File: config.mk
export PLATFORM = sky130hd
export DESIGN_NAME = quantized_dot_product_requant_unit
export DESIGN_NICKNAME = d
export VERILOG_FILES = /design/src/qdpr_pkg.sv /design/src/qdpr_fifo.sv /design/src/qdpr_front.sv /design/src/qdpr_back.sv /design/src/quantized_dot_product_requant_unit.sv
export SDC_FILE = /design/constraint.sdc
export NUM_CORES = 2
export LEC_CHECK = 0
export BUFFER_PORTS_ARGS = -buffer_cell sky130_fd_sc_hd__buf_2
export CAP_MARGIN = 20
export CORE_MARGIN = 2
export CORE_UTILIZATION = 45
export DETAILED_ROUTE_END_ITERATION = 16
export MAX_ROUTING_LAYER = met4
export PLACE_DENSITY = 0.7
export SLEW_MARGIN = 5
export SYNTH_ARGS = -nofsm -noshare
export SYNTH_HDL_FRONTEND = slang
export SYNTH_SLANG_ARGS = --single-unit
File: constraint.sdc
create_clock -name clk_i -period 12 [get_ports clk_i]
set_input_delay 1.2 -clock clk_i [delete_from_list [all_inputs] [get_ports clk_i]]
set_output_delay 1.2 -clock clk_i [all_outputs]
set_load 0.05 [all_outputs]
File: src/qdpr_pkg.sv
// Shared types and constants for the quantized dot-product requantization unit.
`timescale 1ns / 1ps

package qdpr_pkg;

  localparam int DataW = 8;
  localparam int BnW   = 32;
  localparam int ProdW = 17;

  typedef struct packed {
    logic [15:0] mult;
    logic [4:0]  shift;
    logic        relu;
    logic        bn;
  } qdpr_cfg_t;

endpackage

File: src/qdpr_fifo.sv
// Two-entry queue carrying finished channel sums from the MAC front to the requantizer.
`timescale 1ns / 1ps

module qdpr_fifo #(
  parameter int WIDTH = 128
) (
  input  logic             clk_i,
  input  logic             rst_ni,
  input  logic             push_i,
  input  logic [WIDTH-1:0] wdata_i,
  input  logic             pop_i,
  output logic [WIDTH-1:0] rdata_o,
  output logic             full_o,
  output logic             empty_o
);

  localparam int Depth = 2;

  logic [WIDTH-1:0] mem_q [Depth];
  logic             wr_ptr_q, wr_ptr_d;
  logic             rd_ptr_q, rd_ptr_d;
  logic [1:0]       count_q, count_d;

  assign full_o  = (count_q == 2'(Depth));
  assign empty_o = (count_q == 2'd0);
  assign rdata_o = mem_q[rd_ptr_q];

  always_comb begin
    wr_ptr_d = wr_ptr_q;
    rd_ptr_d = rd_ptr_q;
    count_d  = count_q;
    if (push_i) begin
      wr_ptr_d = ~wr_ptr_q;
    end
    if (pop_i) begin
      rd_ptr_d = ~rd_ptr_q;
    end
    if (push_i && !pop_i) begin
      count_d = count_q + 2'd1;
    end else if (pop_i && !push_i) begin
      count_d = count_q - 2'd1;
    end
  end

  always_ff @(posedge clk_i or negedge rst_ni) begin
    if (!rst_ni) begin
      wr_ptr_q <= 1'b0;
      rd_ptr_q <= 1'b0;
      count_q  <= 2'd0;
    end else begin
      wr_ptr_q <= wr_ptr_d;
      rd_ptr_q <= rd_ptr_d;
      count_q  <= count_d;
    end
  end

  always_ff @(posedge clk_i) begin
    if (push_i) begin
      mem_q[wr_ptr_q] <= wdata_i;
    end
  end

  a_no_overflow: assert property (@(posedge clk_i) disable iff (!rst_ni)
    !(push_i && full_o && !pop_i)) else $error("push into full queue");
  a_no_underflow: assert property (@(posedge clk_i) disable iff (!rst_ni)
    !(pop_i && empty_o)) else $error("pop from empty queue");
  a_count_range: assert property (@(posedge clk_i) disable iff (!rst_ni)
    count_q <= 2'(Depth)) else $error("queue count out of range");

endmodule

File: src/qdpr_front.sv
// MAC front end: accumulates both columns and queues the sums on the last element.
`timescale 1ns / 1ps

module qdpr_front #(
  parameter int ACC_WIDTH = 32
) (
  input  logic                             clk_i,
  input  logic                             rst_ni,
  input  logic                             in_valid_i,
  output logic                             in_stall_o,
  input  logic signed [qdpr_pkg::DataW-1:0] weight_i,
  input  logic [qdpr_pkg::DataW-1:0]       act_first_i,
  input  logic [qdpr_pkg::DataW-1:0]       act_second_i,
  input  logic signed [qdpr_pkg::DataW-1:0] bias_i,
  input  logic signed [qdpr_pkg::BnW-1:0]  bn_scale_i,
  input  logic signed [qdpr_pkg::BnW-1:0]  bn_offset_i,
  input  logic                             first_element_i,
  input  logic                             last_element_i,
  input  logic                             full_i,
  output logic                             push_o,
  output logic [2*ACC_WIDTH+2*qdpr_pkg::BnW-1:0] job_o
);

  localparam int PW = qdpr_pkg::ProdW;
  localparam int DW = qdpr_pkg::DataW;

  logic [ACC_WIDTH-1:0] acc_first_q, acc_first_d;
  logic [ACC_WIDTH-1:0] acc_second_q, acc_second_d;
  logic signed [PW-1:0] prod_first, prod_second;
  logic [ACC_WIDTH-1:0] bias_ext, base_first, base_second;
  logic                 accept;

  assign in_stall_o = full_i;
  assign accept     = in_valid_i && !full_i;

  assign prod_first  = weight_i * $signed({1'b0, act_first_i});
  assign prod_second = weight_i * $signed({1'b0, act_second_i});
  assign bias_ext    = {{(ACC_WIDTH-DW){bias_i[DW-1]}}, bias_i};

  // Reload from bias on the first element, otherwise keep summing.
  assign base_first  = first_element_i ? bias_ext : acc_first_q;
  assign base_second = first_element_i ? bias_ext : acc_second_q;

  assign acc_first_d  = base_first + {{(ACC_WIDTH-PW){prod_first[PW-1]}}, prod_first};
  assign acc_second_d = base_second + {{(ACC_WIDTH-PW){prod_second[PW-1]}}, prod_second};

  assign push_o = accept && last_element_i;
  assign job_o  = {acc_second_d, acc_first_d, bn_offset_i, bn_scale_i};

  always_ff @(posedge clk_i or negedge rst_ni) begin
    if (!rst_ni) begin
      acc_first_q  <= '0;
      acc_second_q <= '0;
    end else if (accept) begin
      acc_first_q  <= acc_first_d;
      acc_second_q <= acc_second_d;
    end
  end

endmodule

File: src/qdpr_back.sv
// Requantizer: shared multiplier over three partial products, offset, shift and clip.
`timescale 1ns / 1ps

module qdpr_back #(
  parameter int ACC_WIDTH = 32
) (
  input  logic                     clk_i,
  input  logic                     rst_ni,
  input  qdpr_pkg::qdpr_cfg_t      cfg_i,
  input  logic                     empty_i,
  input  logic [2*ACC_WIDTH+2*qdpr_pkg::BnW-1:0] job_i,
  output logic                     pop_o,
  output logic                     out_valid_o,
  input  logic                     out_stall_i,
  output logic [qdpr_pkg::DataW-1:0] out_first_o,
  output logic [qdpr_pkg::DataW-1:0] out_second_o
);

  localparam int BW    = qdpr_pkg::BnW;
  localparam int DW    = qdpr_pkg::DataW;
  localparam int HalfW = (ACC_WIDTH + 1) / 2;
  localparam int FullW = 2 * HalfW;

  localparam logic [2:0] StIdle = 3'd0;
  localparam logic [2:0] StMul0 = 3'd1;
  localparam logic [2:0] StMul1 = 3'd2;
  localparam logic [2:0] StMul2 = 3'd3;
  localparam logic [2:0] StAdd  = 3'd4;
  localparam logic [2:0] StClip = 3'd5;
  localparam logic [2:0] StHold = 3'd6;

  logic [2:0]           state_q, state_d;
  logic                 col_q, col_d;
  logic                 out_valid_q, out_valid_d;
  logic [ACC_WIDTH-1:0] acc_first_q, acc_second_q;
  logic [BW-1:0]        kappa_q, lambda_q;
  logic [FullW-1:0]     prod_q;
  logic [ACC_WIDTH-1:0] val_q;
  logic [DW-1:0]        res_first_q;
  logic [DW-1:0]        res_second_q;
  logic [DW-1:0]        out_first_q, out_second_q;

  logic                 bn_mode;
  logic [63:0]          kappa_ext, lambda_ext;
  logic [ACC_WIDTH-1:0] sum_sel, mul_op, addend;
  logic [FullW-1:0]     s_pad, m_pad, mul_p, mul_sh;
  logic [HalfW-1:0]     mul_a, mul_b;
  logic signed [ACC_WIDTH-1:0] shifted;
  logic [DW-1:0]        clipped;
  logic                 load_out;

  assign bn_mode    = cfg_i.relu && cfg_i.bn;
  assign kappa_ext  = {{(64-BW){kappa_q[BW-1]}}, kappa_q};
  assign lambda_ext = {{(64-BW){lambda_q[BW-1]}}, lambda_q};
  assign sum_sel    = col_q ? acc_second_q : acc_first_q;

  always_comb begin
    if (bn_mode) begin
      mul_op = kappa_ext[ACC_WIDTH-1:0];
    end else if (cfg_i.relu) begin
      mul_op = ACC_WIDTH'(cfg_i.mult);
    end else begin
      mul_op = ACC_WIDTH'(1);
    end
  end

  assign addend = bn_mode ? lambda_ext[ACC_WIDTH-1:0] : '0;
  assign s_pad  = FullW'(sum_sel);
  assign m_pad  = FullW'(mul_op);

  // Low x low, low x high, high x low; the high x high term falls off the top.
  assign mul_a  = (state_q == StMul2) ? s_pad[FullW-1:HalfW] : s_pad[HalfW-1:0];
  assign mul_b  = (state_q == StMul1) ? m_pad[FullW-1:HalfW] : m_pad[HalfW-1:0];
  assign mul_p  = FullW'(mul_a) * FullW'(mul_b);
  assign mul_sh = mul_p << HalfW;

  assign shifted = $signed(val_q) >>> cfg_i.shift;

  always_comb begin
    if (shifted[ACC_WIDTH-1]) begin
      clipped = '0;
    end else if (shifted[ACC_WIDTH-2:DW] != '0) begin
      clipped = {DW{1'b1}};
    end else begin
      clipped = shifted[DW-1:0];
    end
  end

  assign load_out = (state_q == StHold) && (!out_valid_q || !out_stall_i);
  assign pop_o    = (state_q == StIdle) && !empty_i;

  always_comb begin
    state_d     = state_q;
    col_d       = col_q;
    out_valid_d = out_valid_q;
    if (out_valid_q && !out_stall_i) begin
      out_valid_d = 1'b0;
    end
    case (state_q)
      StIdle: begin
        if (!empty_i) begin
          state_d = StMul0;
          col_d   = 1'b0;
        end
      end
      StMul0: state_d = StMul1;
      StMul1: state_d = StMul2;
      StMul2: state_d = StAdd;
      StAdd:  state_d = StClip;
      StClip: begin
        if (col_q) begin
          state_d = StHold;
        end else begin
          state_d = StMul0;
          col_d   = 1'b1;
        end
      end
      StHold: begin
        if (load_out) begin
          state_d     = StIdle;
          out_valid_d = 1'b1;
        end
      end
      default: state_d = StIdle;
    endcase
  end

  always_ff @(posedge clk_i or negedge rst_ni) begin
    if (!rst_ni) begin
      state_q     <= StIdle;
      col_q       <= 1'b0;
      out_valid_q <= 1'b0;
    end else begin
      state_q     <= state_d;
      col_q       <= col_d;
      out_valid_q <= out_valid_d;
    end
  end

  always_ff @(posedge clk_i) begin
    if (pop_o) begin
      {acc_second_q, acc_first_q, lambda_q, kappa_q} <= job_i;
    end
    case (state_q)
      StMul0: prod_q <= mul_p;
      StMul1, StMul2: prod_q <= prod_q + mul_sh;
      StAdd:  val_q  <= prod_q[ACC_WIDTH-1:0] + addend;
      StClip: begin
        if (col_q) begin
          res_second_q <= clipped;
        end else begin
          res_first_q <= clipped;
        end
      end
      default: ;
    endcase
    if (load_out) begin
      out_first_q  <= res_first_q;
      out_second_q <= res_second_q;
    end
  end

  assign out_valid_o  = out_valid_q;
  assign out_first_o  = out_first_q;
  assign out_second_o = out_second_q;

  a_mul_seq: assert property (@(posedge clk_i) disable iff (!rst_ni)
    state_q == StMul0 |=> state_q == StMul1) else $error("multiply sequence broken");
  a_mul_done: assert property (@(posedge clk_i) disable iff (!rst_ni)
    state_q == StMul2 |=> state_q == StAdd) else $error("offset step skipped");
  a_hold_col: assert property (@(posedge clk_i) disable iff (!rst_ni)
    state_q == StHold |-> col_q) else $error("result held before second column");
  a_pop_idle: assert property (@(posedge clk_i) disable iff (!rst_ni)
    pop_o |=> state_q == StMul0 && !col_q) else $error("job taken outside idle");

endmodule

File: src/quantized_dot_product_requant_unit.sv
// Top level: configuration registers, MAC front end, job queue and requantizer.
`timescale 1ns / 1ps

// Input items are taken one per cycle while the queue has room; an item that
// is not marked last only updates the two accumulators. An item marked last
// queues both sums into a two-entry queue, and the requantizer turns each
// queued pair into one output item: it takes the job in StIdle, then per
// column runs StMul0, StMul1 and StMul2 on one shared half-width multiplier
// (the sum times kappa, the multiplier or one, by mode), StAdd to add lambda
// in batch-norm mode and StClip to shift and clip, and finally loads the
// output register in StHold.
// The input side stalls only while the queue is full. The output register lets
// the requantizer finish the next item while a result waits to be taken.
// Registers sit at byte offsets 0x0 multiplier, 0x4 shift, 0x8 ReLU enable,
// 0xC batch-norm enable; write them only while the unit is idle.
module quantized_dot_product_requant_unit #(
  parameter int ACC_WIDTH = 32
) (
  input  logic        clk_i,
  input  logic        rst_ni,
  input  logic        psel,
  input  logic        penable,
  input  logic        pwrite,
  input  logic [3:0]  paddr,
  input  logic [31:0] pwdata,
  output logic [31:0] prdata,
  output logic        pready,
  input  logic        in_valid_i,
  output logic        in_stall_o,
  input  logic signed [7:0]  weight_i,
  input  logic [7:0]         act_first_i,
  input  logic [7:0]         act_second_i,
  input  logic signed [7:0]  bias_i,
  input  logic signed [31:0] bn_scale_i,
  input  logic signed [31:0] bn_offset_i,
  input  logic        first_element_i,
  input  logic        last_element_i,
  output logic        out_valid_o,
  input  logic        out_stall_i,
  output logic [7:0]  out_first_o,
  output logic [7:0]  out_second_o
);

  localparam int JobW = 2 * ACC_WIDTH + 2 * qdpr_pkg::BnW;

  localparam logic [1:0] RegMult  = 2'd0;
  localparam logic [1:0] RegShift = 2'd1;
  localparam logic [1:0] RegRelu  = 2'd2;
  localparam logic [1:0] RegBn    = 2'd3;

  qdpr_pkg::qdpr_cfg_t cfg_q;
  logic                cfg_we;
  logic [1:0]          reg_idx;

  logic            push, pop, full, empty;
  logic [JobW-1:0] job_in, job_out;

  assign pready  = 1'b1;
  assign reg_idx = paddr[3:2];
  assign cfg_we  = psel && penable && pwrite && pready;

  always_ff @(posedge clk_i or negedge rst_ni) begin
    if (!rst_ni) begin
      cfg_q.mult  <= 16'd1;
      cfg_q.shift <= '0;
      cfg_q.relu  <= 1'b0;
      cfg_q.bn    <= 1'b0;
    end else if (cfg_we) begin
      case (reg_idx)
        RegMult:  cfg_q.mult  <= pwdata[15:0];
        RegShift: cfg_q.shift <= pwdata[4:0];
        RegRelu:  cfg_q.relu  <= pwdata[0];
        RegBn:    cfg_q.bn    <= pwdata[0];
        default: ;
      endcase
    end
  end

  always_comb begin
    case (reg_idx)
      RegMult:  prdata = {16'd0, cfg_q.mult};
      RegShift: prdata = {27'd0, cfg_q.shift};
      RegRelu:  prdata = {31'd0, cfg_q.relu};
      RegBn:    prdata = {31'd0, cfg_q.bn};
      default:  prdata = '0;
    endcase
  end

  qdpr_front #(
    .ACC_WIDTH(ACC_WIDTH)
  ) u_front (
    .clk_i          (clk_i),
    .rst_ni         (rst_ni),
    .in_valid_i     (in_valid_i),
    .in_stall_o     (in_stall_o),
    .weight_i       (weight_i),
    .act_first_i    (act_first_i),
    .act_second_i   (act_second_i),
    .bias_i         (bias_i),
    .bn_scale_i     (bn_scale_i),
    .bn_offset_i    (bn_offset_i),
    .first_element_i(first_element_i),
    .last_element_i (last_element_i),
    .full_i         (full),
    .push_o         (push),
    .job_o          (job_in)
  );

  qdpr_fifo #(
    .WIDTH(JobW)
  ) u_fifo (
    .clk_i  (clk_i),
    .rst_ni (rst_ni),
    .push_i (push),
    .wdata_i(job_in),
    .pop_i  (pop),
    .rdata_o(job_out),
    .full_o (full),
    .empty_o(empty)
  );

  qdpr_back #(
    .ACC_WIDTH(ACC_WIDTH)
  ) u_back (
    .clk_i       (clk_i),
    .rst_ni      (rst_ni),
    .cfg_i       (cfg_q),
    .empty_i     (empty),
    .job_i       (job_out),
    .pop_o       (pop),
    .out_valid_o (out_valid_o),
    .out_stall_i (out_stall_i),
    .out_first_o (out_first_o),
    .out_second_o(out_second_o)
  );

endmodule

* Word-level counts from Yosys, hierarchy flattened
Memories as Yosys holds them, arrays and structs flattened. A register that Yosys moved wholly into a read port is not among the register bits.
Index checks and enable logic that the tools add are counted.
** Word-level totals
- Bits in registers :: 192
- RAM bits :: 256
- Output and inout port bits :: 51
- Memories :: 1
** Memories
- u_fifo.mem_q :: words 2, width 128, read ports 1, clocked after memory_dff 1, wr ports 1, line qdpr_fifo.sv:19 : logic [WIDTH-1:0] mem_q [Depth];
** Operators by class
- Add/sub/neg operators :: 6
- $mul :: 3
- Eq/ne operators :: 12
- Shifts and indexed selects :: 1
- Muxes and demuxes :: 25
- Bitwise gates (word level) :: 3
- Reduce and logical (&&, ||, !) cells :: 33
** Operators with widths (number)
- 2-to-1 mux 32 bit :: 5
- adder 32 bit :: 4
- case mux 32 bit (4 select lines) :: 1
- case mux 32 bit (2 select lines) :: 1
- 2-to-1 mux 16 bit :: 3
- multiplier 8 x 9 -> 17 bit :: 2
- multiplier 16 x 16 -> 32 bit :: 1
- >>> shifter 32 x 5 -> 32 bit :: 1
- nonzero test 23 bit :: 1
- case mux 3 bit (7 select lines) :: 1
- 2-to-1 mux 8 bit :: 2
- AND reduction 2 bit :: 8
- logical AND 1 bit :: 10
- equality test 3 bit (second input constant) :: 3
- 2-to-1 mux 3 bit :: 3
- equality test 2 bit (second input constant) :: 3
- equality test 3 x 2 -> 1 bit (second input constant) :: 2
- logical NOT 1 bit :: 6
- 2-to-1 mux 1 bit :: 6
- nonzero test 2 bit :: 3
- logical NOT 2 bit :: 2
- 2-to-1 mux 2 bit :: 2
- equality test 3 x 1 -> 1 bit (second input constant) :: 1
- logical NOT 3 bit :: 1
- other kinds (9) :: 11

* Depth between registers and ports, before layout
- Word-level depth :: 8
- Gate-level depth with buffers :: 33

* Hierarchy
From an unflattened synthesis, not the netlist that was laid out.
** Unflattened totals
- Cells, all modules :: 3932
- Area total of the unflattened synthesis :: 42579.6 µm²
** By module, submodules not included
- qdpr_back :: instances 1, cells each 2040, area an instance 20671.1 µm², sequential area each 6851.6 µm²
- qdpr_front :: instances 1, cells each 1381, area an instance 11194.5 µm², sequential area each 1601.5 µm²
- qdpr_fifo :: instances 1, cells each 414, area an instance 9466.6 µm², sequential area each 7787.5 µm²
- quantized_dot_product_requant_unit :: instances 1, cells each 97, area an instance 1247.4 µm², sequential area each 576.8 µm²

* Worst setup path before layout
OpenSTA, ideal clock, no wires.
- Kind :: input -> register
- Start :: in weight_i[7]
- End :: reg u_front.acc_second_q[30]
- Library setup time :: 0.069 ns
- Arrival time :: 8.213 ns
- Data required time :: 11.931 ns
- Slack :: 3.718 ns
- Stages :: 25
- Buffers on the path :: 1
- Cells stage by stage :: clkbuf_1 > inv_1 > fa_1 > fa_1 > inv_1 > fa_1 > fa_1 > ha_1 > o21a_1 > a21oi_1 > o21bai_1 > a21o_1 > a41o_1 > o41ai_1 > xnor2_1 > ha_1 > a21oi_2 > o21ai_1 > a21o_1 > a221o_1 > a221o_1 > a31o_1 > a311o_1 > or4_1 > nand3_1
** Between the ends
- Word-level cells in the longest chain between the ends :: 2
** RTL lines
- start, declared :: line quantized_dot_product_requant_unit.sv:30 : input logic signed [7:0] weight_i,
- multiplier 8 x 9 -> 17 bit :: line qdpr_front.sv:37 : assign prod_second = weight_i * $signed({1'b0, act_second_i});
- adder 32 bit :: line qdpr_front.sv:45 : assign acc_second_d = base_second + {{(ACC_WIDTH-PW){prod_second[PW-1]}}, prod_second};
- end signal, assigned :: line qdpr_front.sv:56 : acc_second_q <= acc_second_d;
- end, declared :: line qdpr_front.sv:28 : logic [ACC_WIDTH-1:0] acc_second_q, acc_second_d;
Every way passes these cells.
A chain may end at the register's enable or synchronous reset.

* Final worst setup path
- Start :: reg u_back.state_q[1]
- End :: reg u_back.prod_q[31], data pin
** Between the ends
- Word-level cells in the longest chain between the ends :: 5
- Elaborated cells between the ends (all ways) :: 9
** RTL lines
- start, declared :: line qdpr_back.sv:32 : logic [2:0] state_q, state_d;
- start signal, assigned :: line qdpr_back.sv:130 : state_q <= StIdle;
- start signal, assigned :: line qdpr_back.sv:134 : state_q <= state_d;
- equality test 3 x 2 -> 1 bit, on equally long branches :: line qdpr_back.sv:72, qdpr_back.sv:144, qdpr_back.sv:73
- 2-to-1 mux 16 bit, on equally long branches :: line qdpr_back.sv:72, qdpr_back.sv:73
- multiplier 16 x 16 -> 32 bit :: line qdpr_back.sv:74 : assign mul_p = FullW'(mul_a) * FullW'(mul_b);
- adder 32 bit :: line qdpr_back.sv:146 : StMul1, StMul2: prod_q <= prod_q + mul_sh;
- case mux 32 bit (2 select lines) (*) :: line qdpr_back.sv:144 : case (state_q)
- end signal, assigned :: line qdpr_back.sv:145 : StMul0: prod_q <= mul_p;
- end signal, assigned :: line qdpr_back.sv:146
- end, declared :: line qdpr_back.sv:37 : logic [FullW-1:0] prod_q;
Mark *: on every way between the ends. The rest lies on a longest branch, timed or not.

==> run summary <==
### Layout
* total number of nets in the final design: 4,669
* growth of design area from synthesis to finish: 9.68%
* # fillers: 8,197
* share of layout cells above drive strength 1: 12.7%

### Synth
* library cell occupying the most area in the post-synthesis netlist: sky130_fd_sc_hd__edfxtp_1
* proportion of synthesized chip area in sequential cells: 40.7%
* cell with the most instances after synthesis: sky130_fd_sc_hd__edfxtp_1
* count of yosys warnings during synthesis: 0
* combinational family with the most area after synthesis: adder cells
* EDFF count, synth: 480
* share of synthesized cell area in full adder, half adder and majority cells: 22.2%
* most used standard cells in the synthesized netlist: sky130_fd_sc_hd__edfxtp_1, sky130_fd_sc_hd__inv_1, sky130_fd_sc_hd__nand2_1, sky130_fd_sc_hd__ha_1, sky130_fd_sc_hd__fa_1
* main flop type after synthesis: sky130_fd_sc_hd__edfxtp_1
* Seq cells post-synth: 576
* post-synthesis mux area share: 7.04%
* most area-consuming cells after synthesis: sky130_fd_sc_hd__edfxtp_1, sky130_fd_sc_hd__fa_1, sky130_fd_sc_hd__ha_1
* Synth top area share: 34.8%
* simple-gate portion of the synthesized area: 11.2%
* compound-gate portion of the synthesized area: 9.70%
* gate count of the mapped netlist: 3,842
* average footprint of a synthesized cell: 10.8 um^2
* total standard cell area after synthesis: 41,400 um^2
* post-synthesis share of cell area spent on xor and xnor gates: 3.22%
* count of different cell masters after synthesis: 75
* asr flop ratio synth: 16.7%

### CTS
* maximum buffer depth of the clock tree: 3
* TritonCTS clock tree: done
* Post-CTS Hold Buffers: 0
* root buffer cell: sky130_fd_sc_hd__clkbuf_16
* later-pin clock latency in the skew report: 0.66 ns
* clock buffer count from CTS: 59
* count of H-tree levels built during CTS: 2
* Post-CTS Setup Inserts: 0
* sinks on the clock net: 576
* CTS clock-pin slew for the worst setup and hold paths: 0.06 ns
* CTS-repair resized insts: 0

### STA
* headroom to the max-slew limit: 26.9%
* final total negative setup slack: 0 ns
* slew at the pin with the worst max-slew slack: 1.09 ns
* final cycle utilization of the critical path: 75.3%
* number of endpoints with negative hold slack in the final report: 0
* setup slack of the critical path after layout: 2.96 ns
* max-slew violation total from the final report: 0
* peak clock frequency supported by timing: 111 MHz
* minimum clock period: 9.04 ns
* setup repair after global routing missed its margin: no
* final count of negative-setup-slack endpoints: 0
* largest clock skew in the final design: 0.0480 ns

### Floorplanning
* Rows: 111
* floorplan die height: 307 um
* number of primary I/O pins: 192
* area enclosed by the die boundary: 94,400 um^2
* standard cell core area: 91,400 um^2
* Initial Util: 45.3%
* Horiz. Die Dim: 307 um

### Route
* final routed DRC violation total: 0
* remaining number of nets flagged by the antenna check after routing: 0
* mean routed wirelength per cell: 18.3 um
* average via count per standard cell: 5.39
* 1st-pass router iterations: 6
* total wire length: 95.1 mm
* Iteration-0 DRC Markers: 1,883
* number of vias in the routed layout: 28,000

### Place
* post-placement worst setup slack: 3.12 ns
* number of port buffers: 156
* detailed-placement wirelength estimate: 71.2 mm
* final estimated routing congestion in global placement: 0.942

### Setup path
* required time worst endpoint: 12.40 ns
* Slowest-stage cell, CP: sky130_fd_sc_hd__and2_1
* kind of end point of the critical path: flop
* CP arrival: 9.44 ns
* largest driver fanout on the critical path: 23
* CP dominant cell by count: sky130_fd_sc_hd__fa_1
* kind of critical path: flop to flop
* biggest cell delay along the critical path: 0.89 ns
* register-to-register setup slack: 2.96 ns
* startpoint type of the worst setup path: flop
* worst flop-to-flop path endpoint: u_back.prod_q[31]
* number of cells on the worst reg-to-reg path: 29
* startpoint of the worst-slack reg-to-reg timing path: u_back.state_q[1]

### GRT
* sum of overflow across all layers after global routing: 0
* global-route wire length before repair: 152 mm
* pin count of the biggest net entering global routing: 82
* GRT Overall Usage: 20.9%
* number of global-route vias before repair: 28,100
* initial antenna violation count: 4

### Min path
* path class of the lowest-slack min-delay path: flop to flop
* endpoint with the worst hold slack: u_back.out_first_o[7]
* startpoint of the tightest hold check path: u_back.res_first_q[7]
* worst hold path stage count: 0

### Outcome
* result of the run: finished, final reports clean

### Job
* Maximum Capacitance Violations: 0

routing by layer:
metal  vias up  track usage [%]  share of wire [%]
met1     13800             26.9                 44
met2       654             35.0                 49
met4         0             5.97                2.9
met5         -                -                  0
li1      13400                -                  -
met3       153             2.27                4.3
state kept, by name (all words and copies together) (netlist names), 23 cells and up:
name,cells
u_back.lambda_q,32
u_back.prod_q,32
u_back.kappa_q,32
u_back.acc_second_q,32
u_back.val_q,32
u_front.acc_first_q,32
u_back.acc_first_q,32
cfg_q,23
u_fifo.mem_q,256
u_front.acc_second_q,32
kinds of logic (layout without fill, tap and decap cells):
group                      after synthesis  in the layout
buffers and inverters                  638            788
adders and majority gates              572            572
DFF                                    576            576
and+or+nand+nor                       1007           1007
muxes                                  244            244
other                                    2             19
xor gates and xnor gates               152            152
AOI/OAI and AO/OA                      651            651
critical path: cells and delay by family, from the launching register on:
| family | cells | cell delay, ns |
|---|---|---|
| DFF | 1 | 0.59 |
| AOI/OAI and AO/OA | 5 | 1.23 |
| buffers and inverters | 5 | 0.52 |
| adders and majority gates | 8 | 3.81 |
| and+or+nand+nor | 8 | 2.00 |
| xor gates and xnor gates | 3 | 0.63 |
metrics by stage:
stage          utilization [%]  cell area [um^2]  cells  hold slack [ns]
2_1_floorplan                -             41400   3857            0.400
3_3_place_gp              47.5             43400   5078            0.401
3_5_place_dp              47.5             43400   5078            0.405
4_1_cts                   49.6             45300   5190            0.419
5_1_grt                   49.7             45400   5195            0.422
6_report                  49.7             45400   5195            0.418
layout by cell type, fill, tap and decap left out, types with 96 or more instances in the layout:
cell / netlist / routed
sky130_fd_sc_hd__o21ai_0: 208 / 206
sky130_fd_sc_hd__mux2_2: 176 / 176
sky130_fd_sc_hd__xnor2_1: 107 / 107
sky130_fd_sc_hd__edfxtp_1: 480 / 480
sky130_fd_sc_hd__buf_2: 10 / 155
sky130_fd_sc_hd__fa_1: 272 / 272
sky130_fd_sc_hd__nor2_1: 257 / 255
sky130_fd_sc_hd__nand2_1: 391 / 391
sky130_fd_sc_hd__a21oi_1: 139 / 139
sky130_fd_sc_hd__and2_1: 97 / 96
sky130_fd_sc_hd__inv_1: 474 / 473
sky130_fd_sc_hd__ha_1: 300 / 300
worst max-delay path by stage:
stage	start	to	slack, ns
finish	u_back.state_q[1]	u_back.prod_q[31]	2.96
global route	u_back.state_q[1]	u_back.prod_q[31]	2.42
CTS	u_back.state_q[1]	u_back.prod_q[31]	3.04
detailed placement	u_back.state_q[1]	u_back.prod_q[31]	3.12
global placement	u_back.state_q[1]	u_back.prod_q[31]	3.16
floorplan	weight_i[7]	u_front.acc_second_q[30]	3.72
area by class of cell:
class	count	area, um^2	area share (%)
Multi-Input combinational cell	2643	22200	48.9
Sequential cell	576	16800	37.1
Inverter	475	1790	3.94
Clock buffer	81	1600	3.52
Tap cell	1186	1480	3.27
Timing Repair Buffer	201	1150	2.54
Clock inverter	31	345	0.761
Antenna cell	2	5.00	0.0110
Power is left out: the tool's default activity adds up to more than one toggle a clock period on the data nets, which glitch-free logic cannot reach.
